`src/design/assert_macros.svh`:
```
// assertion macros used by the converter core
`ifndef ASSERT_MACROS_SVH
`define ASSERT_MACROS_SVH

// condition on this edge implies a consequent on the same edge
`define ASSERT_IMPLIES(lbl, ck, rn, ante, cons) \
  lbl: assert property (@(posedge ck) disable iff (!rn) (ante) |-> (cons)) \
    else $error("same-cycle check failed");

// condition on this edge implies a consequent on the next edge
`define ASSERT_NEXT(lbl, ck, rn, ante, cons) \
  lbl: assert property (@(posedge ck) disable iff (!rn) (ante) |=> (cons)) \
    else $error("next-cycle check failed");

`endif

```
`src/design/btm_pkg.sv`:
```
// types, constants and helper functions for the bcd time message converter
`default_nettype none

package btm_pkg;

  // date format codes
  localparam logic FMT_DOY = 1'b0;
  localparam logic FMT_DMY = 1'b1;

  // day-of-year mode: days from 1970-01-01 to 1 january, minus one
  localparam logic [11:0] DOY_BASE_1971 = 12'd364;
  localparam logic [11:0] DOY_BASE_1972 = 12'd729;
  localparam logic [10:0] YDAY_MAX_COMMON = 11'd365;
  localparam logic [10:0] YDAY_MAX_LEAP   = 11'd366;

  // march-based year shifted up by one 400-year era
  localparam logic [14:0] YEAR_SHIFT = 15'd400;
  // day offset of the shifted calendar from 1970-01-01, plus one for day 1
  localparam logic [24:0] DAY_OFFSET = 25'd865566;
  localparam logic [8:0]  DAYS_PER_YEAR = 9'd365;

  // reciprocal of 100: (yy * 5243) >> 19 is exact for yy up to 10399
  localparam logic [12:0] RECIP_100 = 13'd5243;
  localparam int unsigned RECIP_SHIFT = 19;

  localparam logic signed [17:0] SEC_PER_DAY = 18'sd86400;
  localparam logic [23:0] TICKS_100MS = 24'd1000000;
  localparam logic [23:0] TICKS_10MS  = 24'd100000;

  // decoded message, first pipeline stage
  typedef struct packed {
    logic        bad;
    logic        fmt;
    logic        leap;
    logic [19:0] tod;
    logic [23:0] ticks;
    logic [10:0] yday;
    logic [7:0]  mday;
    logic [8:0]  mdays;
    logic [14:0] yy;
  } dec_t;

  // days from 1 march to the first of the month
  function automatic logic [8:0] march_days(input logic [3:0] month);
    logic [8:0] d;
    unique case (month)
      4'd3:    d = 9'd0;
      4'd4:    d = 9'd31;
      4'd5:    d = 9'd61;
      4'd6:    d = 9'd92;
      4'd7:    d = 9'd122;
      4'd8:    d = 9'd153;
      4'd9:    d = 9'd184;
      4'd10:   d = 9'd214;
      4'd11:   d = 9'd245;
      4'd12:   d = 9'd275;
      4'd1:    d = 9'd306;
      4'd2:    d = 9'd337;
      default: d = 9'd0;
    endcase
    return d;
  endfunction

  function automatic logic digit_bad(input logic [3:0] d);
    return d > 4'd9;
  endfunction

  function automatic logic pair_bad(input logic [7:0] b);
    return digit_bad(b[7:4]) | digit_bad(b[3:0]);
  endfunction

  function automatic logic [7:0] bcd2(input logic [7:0] b);
    return (8'(b[7:4]) * 8'd10) + 8'(b[3:0]);
  endfunction

endpackage

`default_nettype wire

```
`src/design/btm_decode.sv`:
```
// bcd digit decode, range checks and day-of-month calendar setup
`default_nettype none

module btm_decode (
  input  wire logic        format_sel,
  input  wire logic        leap_sel,
  input  wire logic [7:0]  seconds_bcd,
  input  wire logic [7:0]  minutes_bcd,
  input  wire logic [7:0]  hours_bcd,
  input  wire logic [11:0] day_bcd,
  input  wire logic [7:0]  month_bcd,
  input  wire logic [15:0] year_bcd,
  input  wire logic [7:0]  fraction_bcd,
  output btm_pkg::dec_t    dec
);
  import btm_pkg::*;

  logic [7:0]  sec_v, min_v, hour_v, mday_v, month_v;
  logic [10:0] yday_v;
  logic [14:0] year_v;
  logic        time_bad, doy_bad, dmy_bad, month_range_bad, yday_big;

  // two-digit fields
  assign sec_v   = bcd2(seconds_bcd);
  assign min_v   = bcd2(minutes_bcd);
  assign hour_v  = bcd2(hours_bcd);
  assign mday_v  = bcd2(day_bcd[7:0]);
  assign month_v = bcd2(month_bcd);

  // three-digit day of year and four-digit year
  assign yday_v = (11'(day_bcd[11:8]) * 11'd100) + (11'(day_bcd[7:4]) * 11'd10)
                + 11'(day_bcd[3:0]);
  assign year_v = (15'(year_bcd[15:12]) * 15'd1000) + (15'(year_bcd[11:8]) * 15'd100)
                + (15'(year_bcd[7:4]) * 15'd10) + 15'(year_bcd[3:0]);

  // error checks per format
  assign time_bad = pair_bad(seconds_bcd) | pair_bad(minutes_bcd) | pair_bad(hours_bcd)
                  | pair_bad(fraction_bcd);
  assign yday_big = yday_v > (leap_sel ? YDAY_MAX_LEAP : YDAY_MAX_COMMON);
  assign doy_bad  = digit_bad(day_bcd[11:8]) | pair_bad(day_bcd[7:0]) | yday_big;
  assign month_range_bad = (month_v < 8'd1) | (month_v > 8'd12);
  assign dmy_bad  = pair_bad(day_bcd[7:0]) | pair_bad(month_bcd) | pair_bad(year_bcd[15:8])
                  | pair_bad(year_bcd[7:0]) | month_range_bad;

  // pack decoded word
  always_comb begin
    dec.bad   = time_bad | ((format_sel == FMT_DMY) ? dmy_bad : doy_bad);
    dec.fmt   = format_sel;
    dec.leap  = leap_sel;
    dec.tod   = (20'(hour_v) * 20'd3600) + (20'(min_v) * 20'd60) + 20'(sec_v);
    dec.ticks = (24'(fraction_bcd[7:4]) * TICKS_100MS) + (24'(fraction_bcd[3:0]) * TICKS_10MS);
    dec.yday  = yday_v;
    dec.mday  = mday_v;
    dec.mdays = march_days(month_v[3:0]);
    // january and february belong to the previous march-based year
    dec.yy    = year_v + YEAR_SHIFT - ((month_v <= 8'd2) ? 15'd1 : 15'd0);
  end

endmodule

`default_nettype wire

```
`src/design/bcd_time_message_to_epoch_core.sv`:
```
// bcd time message to epoch seconds converter, four-stage pipeline
//
// Takes one message per clock: a word is accepted when start is high and
// busy is low, and busy never rises, so a new word may be sent every cycle.
// Each result is driven onto the out_ ports by the fourth register stage;
// out_valid marks it for one cycle, in input order, and the
// receiver cannot stall it. The four stages are bcd decode, the divide by
// 100 (a reciprocal multiply) with the 365-day product, the calendar sum,
// and the multiply by 86400. On error both result values read zero.
`default_nettype none

`include "assert_macros.svh"

module bcd_time_message_to_epoch_core (
  input  wire logic               clk,
  input  wire logic               rst_n,
  input  wire logic               start,
  output logic                    busy,
  input  wire logic               in_format_sel,
  input  wire logic               in_leap_sel,
  input  wire logic [7:0]         in_seconds_bcd,
  input  wire logic [7:0]         in_minutes_bcd,
  input  wire logic [7:0]         in_hours_bcd,
  input  wire logic [11:0]        in_day_bcd,
  input  wire logic [7:0]         in_month_bcd,
  input  wire logic [15:0]        in_year_bcd,
  input  wire logic [7:0]         in_fraction_bcd,
  output logic                    out_valid,
  output logic signed [38:0]      out_epoch_seconds,
  output logic [23:0]             out_fraction_ticks,
  output logic                    out_format_out,
  output logic                    out_error
);
  import btm_pkg::*;

  dec_t        dec_nxt, s1_r, s2_r;
  logic        v1_r, v2_r, v3_r, v4_r;
  logic [26:0] q_prod;
  logic [7:0]  q100_nxt, q100_r;
  logic [23:0] part_nxt, part_r;
  logic [11:0] doy_days_nxt, doy_days_r;
  logic [24:0] dmy_days;
  logic signed [23:0] days_nxt, days_r;
  logic        bad3_r, fmt3_r;
  logic [19:0] tod3_r;
  logic [23:0] ticks3_r;
  logic [41:0] total;
  logic signed [38:0] epoch_nxt, epoch_r;
  logic [23:0] ticks_nxt, ticks_r;
  logic        fmt4_r, bad4_r;
  logic        chk_err_zero, chk_doy_word, chk_doy_range;

  // the pipeline never holds off a word
  assign busy = 1'b0;

  // stage 1: digit decode
  btm_decode u_decode (
    .format_sel   (in_format_sel),
    .leap_sel     (in_leap_sel),
    .seconds_bcd  (in_seconds_bcd),
    .minutes_bcd  (in_minutes_bcd),
    .hours_bcd    (in_hours_bcd),
    .day_bcd      (in_day_bcd),
    .month_bcd    (in_month_bcd),
    .year_bcd     (in_year_bcd),
    .fraction_bcd (in_fraction_bcd),
    .dec          (dec_nxt)
  );

  // stage 2: centuries by reciprocal, linear part of the day count
  assign q_prod       = 27'(s1_r.yy) * 27'(RECIP_100);
  assign q100_nxt     = q_prod[RECIP_SHIFT +: 8];
  assign part_nxt     = (24'(s1_r.yy) * 24'(DAYS_PER_YEAR)) + 24'(s1_r.yy[14:2])
                      + 24'(s1_r.mdays) + 24'(s1_r.mday);
  assign doy_days_nxt = (s1_r.leap ? DOY_BASE_1972 : DOY_BASE_1971) + 12'(s1_r.yday);

  // stage 3: leap corrections and offset to 1970
  assign dmy_days = 25'(part_r) + 25'(q100_r[7:2]) - 25'(q100_r) - DAY_OFFSET;
  assign days_nxt = (s2_r.fmt == FMT_DMY) ? $signed(dmy_days[23:0])
                                          : $signed({12'd0, doy_days_r});

  // stage 4: seconds of the day count plus time of day, zero on error
  assign total     = (42'(days_r) * 42'(SEC_PER_DAY)) + 42'(tod3_r);
  assign epoch_nxt = bad3_r ? '0 : $signed(total[38:0]);
  assign ticks_nxt = bad3_r ? '0 : ticks3_r;

  // valid bits
  always_ff @(posedge clk) begin
    if (!rst_n) begin
      v1_r <= 1'b0;
      v2_r <= 1'b0;
      v3_r <= 1'b0;
      v4_r <= 1'b0;
    end else begin
      v1_r <= start && !busy;
      v2_r <= v1_r;
      v3_r <= v2_r;
      v4_r <= v3_r;
    end
  end

  // stage data registers
  always_ff @(posedge clk) begin
    s1_r       <= dec_nxt;
    s2_r       <= s1_r;
    q100_r     <= q100_nxt;
    part_r     <= part_nxt;
    doy_days_r <= doy_days_nxt;
    days_r     <= days_nxt;
    bad3_r     <= s2_r.bad;
    fmt3_r     <= s2_r.fmt;
    tod3_r     <= s2_r.tod;
    ticks3_r   <= s2_r.ticks;
    epoch_r    <= epoch_nxt;
    ticks_r    <= ticks_nxt;
    fmt4_r     <= fmt3_r;
    bad4_r     <= bad3_r;
  end

  // result ports
  assign out_valid          = v4_r;
  assign out_epoch_seconds  = epoch_r;
  assign out_fraction_ticks = ticks_r;
  assign out_format_out     = fmt4_r;
  assign out_error          = bad4_r;

  // checks
  assign chk_err_zero  = (out_epoch_seconds == '0) && (out_fraction_ticks == '0);
  assign chk_doy_word  = out_valid && !out_error && (out_format_out == FMT_DOY);
  assign chk_doy_range = (out_epoch_seconds >= 39'sd31449600)
                      && (out_epoch_seconds <= 39'sd95212065);
  `ASSERT_IMPLIES(a_err_zero, clk, rst_n, out_valid && out_error, chk_err_zero)
  `ASSERT_NEXT(a_valid_flow, clk, rst_n, v3_r, out_valid)
  `ASSERT_IMPLIES(a_doy_range, clk, rst_n, chk_doy_word, chk_doy_range)

endmodule

`default_nettype wire

```
`config.mk`:
```
export PLATFORM = sky130hd
export DESIGN_NAME = bcd_time_message_to_epoch_core
export DESIGN_NICKNAME = d
export VERILOG_FILES = /design/src/design/btm_pkg.sv /design/src/design/btm_decode.sv /design/src/design/bcd_time_message_to_epoch_core.sv
export VERILOG_INCLUDE_DIRS = /design/src /design/src/design
export SDC_FILE = /design/constraint.sdc
export NUM_CORES = 1
export LEC_CHECK = 0
export BUFFER_PORTS_ARGS = -buffer_cell sky130_fd_sc_hd__buf_2
export CORE_ASPECT_RATIO = 2
export CORE_UTILIZATION = 62
export CTS_BUF_LIST = sky130_fd_sc_hd__clkbuf_4 sky130_fd_sc_hd__clkbuf_8
export CTS_CLUSTER_DIAMETER = 50
export DETAILED_ROUTE_END_ITERATION = 12
export PLACE_DENSITY = 0.82
export SLEW_MARGIN = 5
export SYNTH_ARGS = -nofsm -noshare
export SYNTH_HDL_FRONTEND = slang
export SYNTH_HIERARCHICAL = 1
export SYNTH_SLANG_ARGS = --single-unit
```
`constraint.sdc`:
```
create_clock -name clk -period 9.4 [get_ports clk]
set_input_delay 0.94 -clock clk [delete_from_list [all_inputs] [get_ports clk]]
set_output_delay 0.94 -clock clk [all_outputs]
set_load 0.05 [all_outputs]
```
==> run_results.csv <==
group,metric,value,unit
clock_network,cts_max_level,2,
yosys,synthFlopType,"dfxtp_1",
setup_path,end_kind,"flop",
global_routing,grt_pass1_vias,22502,
run,cap_viol_max_count,0,
sta,final_max_slew_viol_count,0,
yosys,seq_area_frac_synth,22.1,%
clock_network,hold_buffers,0,
clock_network,ctsResizeCount,0,
yosys,synth_edf_count,0,
setup_path,worstPathRequired,9.89,ns
global_routing,grt_usage,26.8,%
clock_network,clk_latency,0.62,ns
setup_path,critPathMaxFanout,7,
setup_path,crit_chain,"ha_1, inv_1, fa_1, inv_1, ha_1, inv_1, fa_1, inv_1, ha_1, a31oi_1, o21ai_0, a21oi_1, xnor2_1, ha_1, and3_1, nand3_1, o31ai_1, nand3_2, nor4b_4, or4b_4, nor4_1, mux2_1",
clock_network,path_clk_slew,0.07,ns
sta,finalSetupViolCount,0,
yosys,syn_inst,2900,
placed_design,placed_cell_area,0.0302,mm2
global_routing,antenna_found_initial,4,
detailed_routing,drt-total-wl,61800,um
sta,slew_headroom,28.4,%
clock_network,numCtsBuffers,47,
yosys,synth-seq-cells,319,
clock_network,postCtsSetupRepairBufs,0,
detailed_routing,vias_per_cell,5.52,
detailed_routing,avgRoutedWirePerCell,16.6,um
clock_network,clockBufferDepth,3,
placed_design,place_congestion,0.988,
yosys,synthArstFlopShare,0,%
layout,final-instance-count-excl-fill,3718,
layout,final_area,0.0312,mm2
die,core-area,0.0460,mm2
sta,fin_skew,0.0296,ns
die,die_h,307,um
placed_design,hpwlAfterDp,52100,um
die,ios,140,
placed_design,port_buffers,138,
clock_network,cts.sinks,319,
sta,rsz0062_at_grt,"false",
setup_path,crit_start,"days_r[1]",
min_path,hp-class,"reg -> reg",
yosys,syn_area_per_cell,9.97,um2
yosys,synth_area,0.0289,mm2
min_path,hold_path_end,"s2_r[51]",
layout,fillers,3419,
sta,finalHoldViolCount,0,
sta,finalCritPeriodShare,69.4,%
detailed_routing,drt_iter0_markers,535,
detailed_routing,dr.pass1.iters,5,
min_path,hold_depth,0,
sta,worst_slew_pin_slew,1.07,ns
layout,layout-drive-gt1-share,9.25,%
sta,post-route-min-period,6.52,ns
yosys,yosysUniqueCellTypes,93,
setup_path,r2r_setup_slack,2.88,ns
placed_design,dp.cells,3629,
setup_path,reg2reg_to,"out_epoch_seconds[38]",
die,dieArea,0.0475,mm2
die,initial_core_util,62.9,%
die,row_count,111,
setup_path,reg2regPathDepth,22,
status,status,"completed",
clock_network,cts.root.buffer_cell,"clkbuf_8",
global_routing,grt_overflow_total,0,
detailed_routing,num_vias,20541,
setup_path,criticalPathCategory,"reg -> reg",
layout,num-nets-final,3966,
setup_path,cp_slowest_cell,"o31ai_1",
clock_network,tritoncts,"yes",
setup_path,arrival,7.01,ns
die,die_w,155,um
setup_path,max_stage_delay,0.55,ns
setup_path,r2r_start,"days_r[1]",
detailed_routing,ant_nets,0,
sta,max_freq,0.153,GHz
layout,area_delta_synth_final,8.13,%
detailed_routing,remaining_drc_errors,0,
sta,fin_tns_setup,0,ns
global_routing,grt_pass1_wl,102000,um
global_routing,grt_max_degree,68,
setup_path,cp-start-kind,"flop",
yosys,synth_warnings,6,
min_path,hp-start,"s1_r[51]",
## cells by family (layout without fill, tap and decap cells)
logic type      after synthesis  in the layout  synth area share (%)
flops                       319            319                  22.1
buf+inv                     584            773                  7.86
xor+xnor                    236            236                  7.15
fa+ha+maj                   837            837                  43.3
mux                          22             22                 0.896
other cells                   2             10                0.0260
compound gates              468            468                  10.7
simple gates                432            432                  7.96
## worst max-delay path by stage
stage | cells after the start | end
floorplan | 23 | s1_r[84]
global placement | 24 | s1_r[84]
detailed placement | 22 | s1_r[86]
CTS | 23 | out_epoch_seconds[38]
global route | 22 | out_epoch_seconds[38]
finish | 22 | out_epoch_seconds[38]
## cell usage in the layout (no fill, tap or decap), types with 56 or more instances in the layout
master,n
xor2_1,73
xnor2_1,163
dfxtp_1,318
ha_1,564
nand2_1,74
a21oi_1,144
fa_1,272
nor2b_1,56
nor2_1,101
o21ai_0,73
a21o_1,63
inv_1,548
buf_2,138
## sequential cells by signal (all words and copies together) (netlist names)
signal	flops
s1_r	90
q100_r	8
tod3_r	20
s2_r	46
v3_r	1
out_format_out	1
ticks3_r	24
v2_r	1
out_valid	1
days_r	24
out_fraction_ticks	24
out_error	1
part_r	24
v1_r	1
doy_days_r	12
out_epoch_seconds	39
fmt3_r	1
bad3_r	1
## cell type report
cell class                 instances  area [um2]  share of cell area (%)
multi-input combinational       2001       20300                    64.8
antenna                            4        10.0                  0.0320
clock buffer                      60         788                    2.52
clock inverter                    25         269                   0.861
inverter                         549        2060                    6.59
sequential                       319        6390                    20.4
tap                              621         777                    2.49
timing repair buffer             139         698                    2.23
## cells in the mapped netlist (12+ instances only)
| library cell | n | area share (%) |
|---|---|---|
| nor3_1 | 29 | 0.50 |
| nor2_1 | 101 | 1.3 |
| a31oi_1 | 14 | 0.30 |
| buf_4 | 13 | 0.34 |
| or2_2 | 12 | 0.26 |
| ha_1 | 564 | 24 |
| clkbuf_1 | 17 | 0.22 |
| o21bai_1 | 34 | 0.88 |
| inv_1 | 548 | 7.1 |
| a211oi_1 | 19 | 0.49 |
| nand4_1 | 19 | 0.41 |
| o21a_1 | 19 | 0.49 |
| xnor2_1 | 163 | 4.9 |
| fa_1 | 272 | 19 |
| nor2b_1 | 56 | 1.2 |
| nand2b_1 | 17 | 0.37 |
| nand2_1 | 74 | 0.96 |
| nand3_1 | 34 | 0.59 |
| and2_1 | 24 | 0.52 |
| a21oi_1 | 144 | 2.5 |
| xor2_1 | 73 | 2.2 |
| a21o_1 | 63 | 1.6 |
| o21ai_1 | 12 | 0.21 |
| o21ai_0 | 73 | 1.3 |
| dfxtp_1 | 319 | 22 |
## routing by layer
layer / wire length [um] / GRT usage [%] / share of wire (%) / vias up
li1: - / - / - / 9872
met1: 20200 / 23.1 / 33 / 9913
met2: 35100 / 54.8 / 57 / 499
met3: 2100 / 3.66 / 3.4 / 257
met4: 4380 / 18.4 / 7.1 / 0
met5: 0 / 0 / 0 / -
## through the flow
step	hold slack (ns)	util, %	setup slack (ns)
2_1_floorplan	0.310	-	3.48
3_3_place_gp	0.310	65.7	3.05
3_5_place_dp	0.312	65.7	2.84
4_1_cts	0.321	68.0	2.95
5_1_grt	0.328	68.0	2.33
6_report	0.317	68.0	2.88
## worst max-delay path: cells and delay by family, from the launching register on
kind / cells / cell delay, ns
buffers and inverters: 4 / 0.20
xor gates and xnor gates: 1 / 0.08
muxes: 1 / 0.35
AOI/OAI and AO/OA: 4 / 1.43
DFF: 1 / 0.37
and+or+nand+nor: 6 / 1.64
adders and majority gates: 6 / 2.30
Power is not shown: default switching activity piles up to over one toggle a cycle in this logic, so the estimate is an artifact.
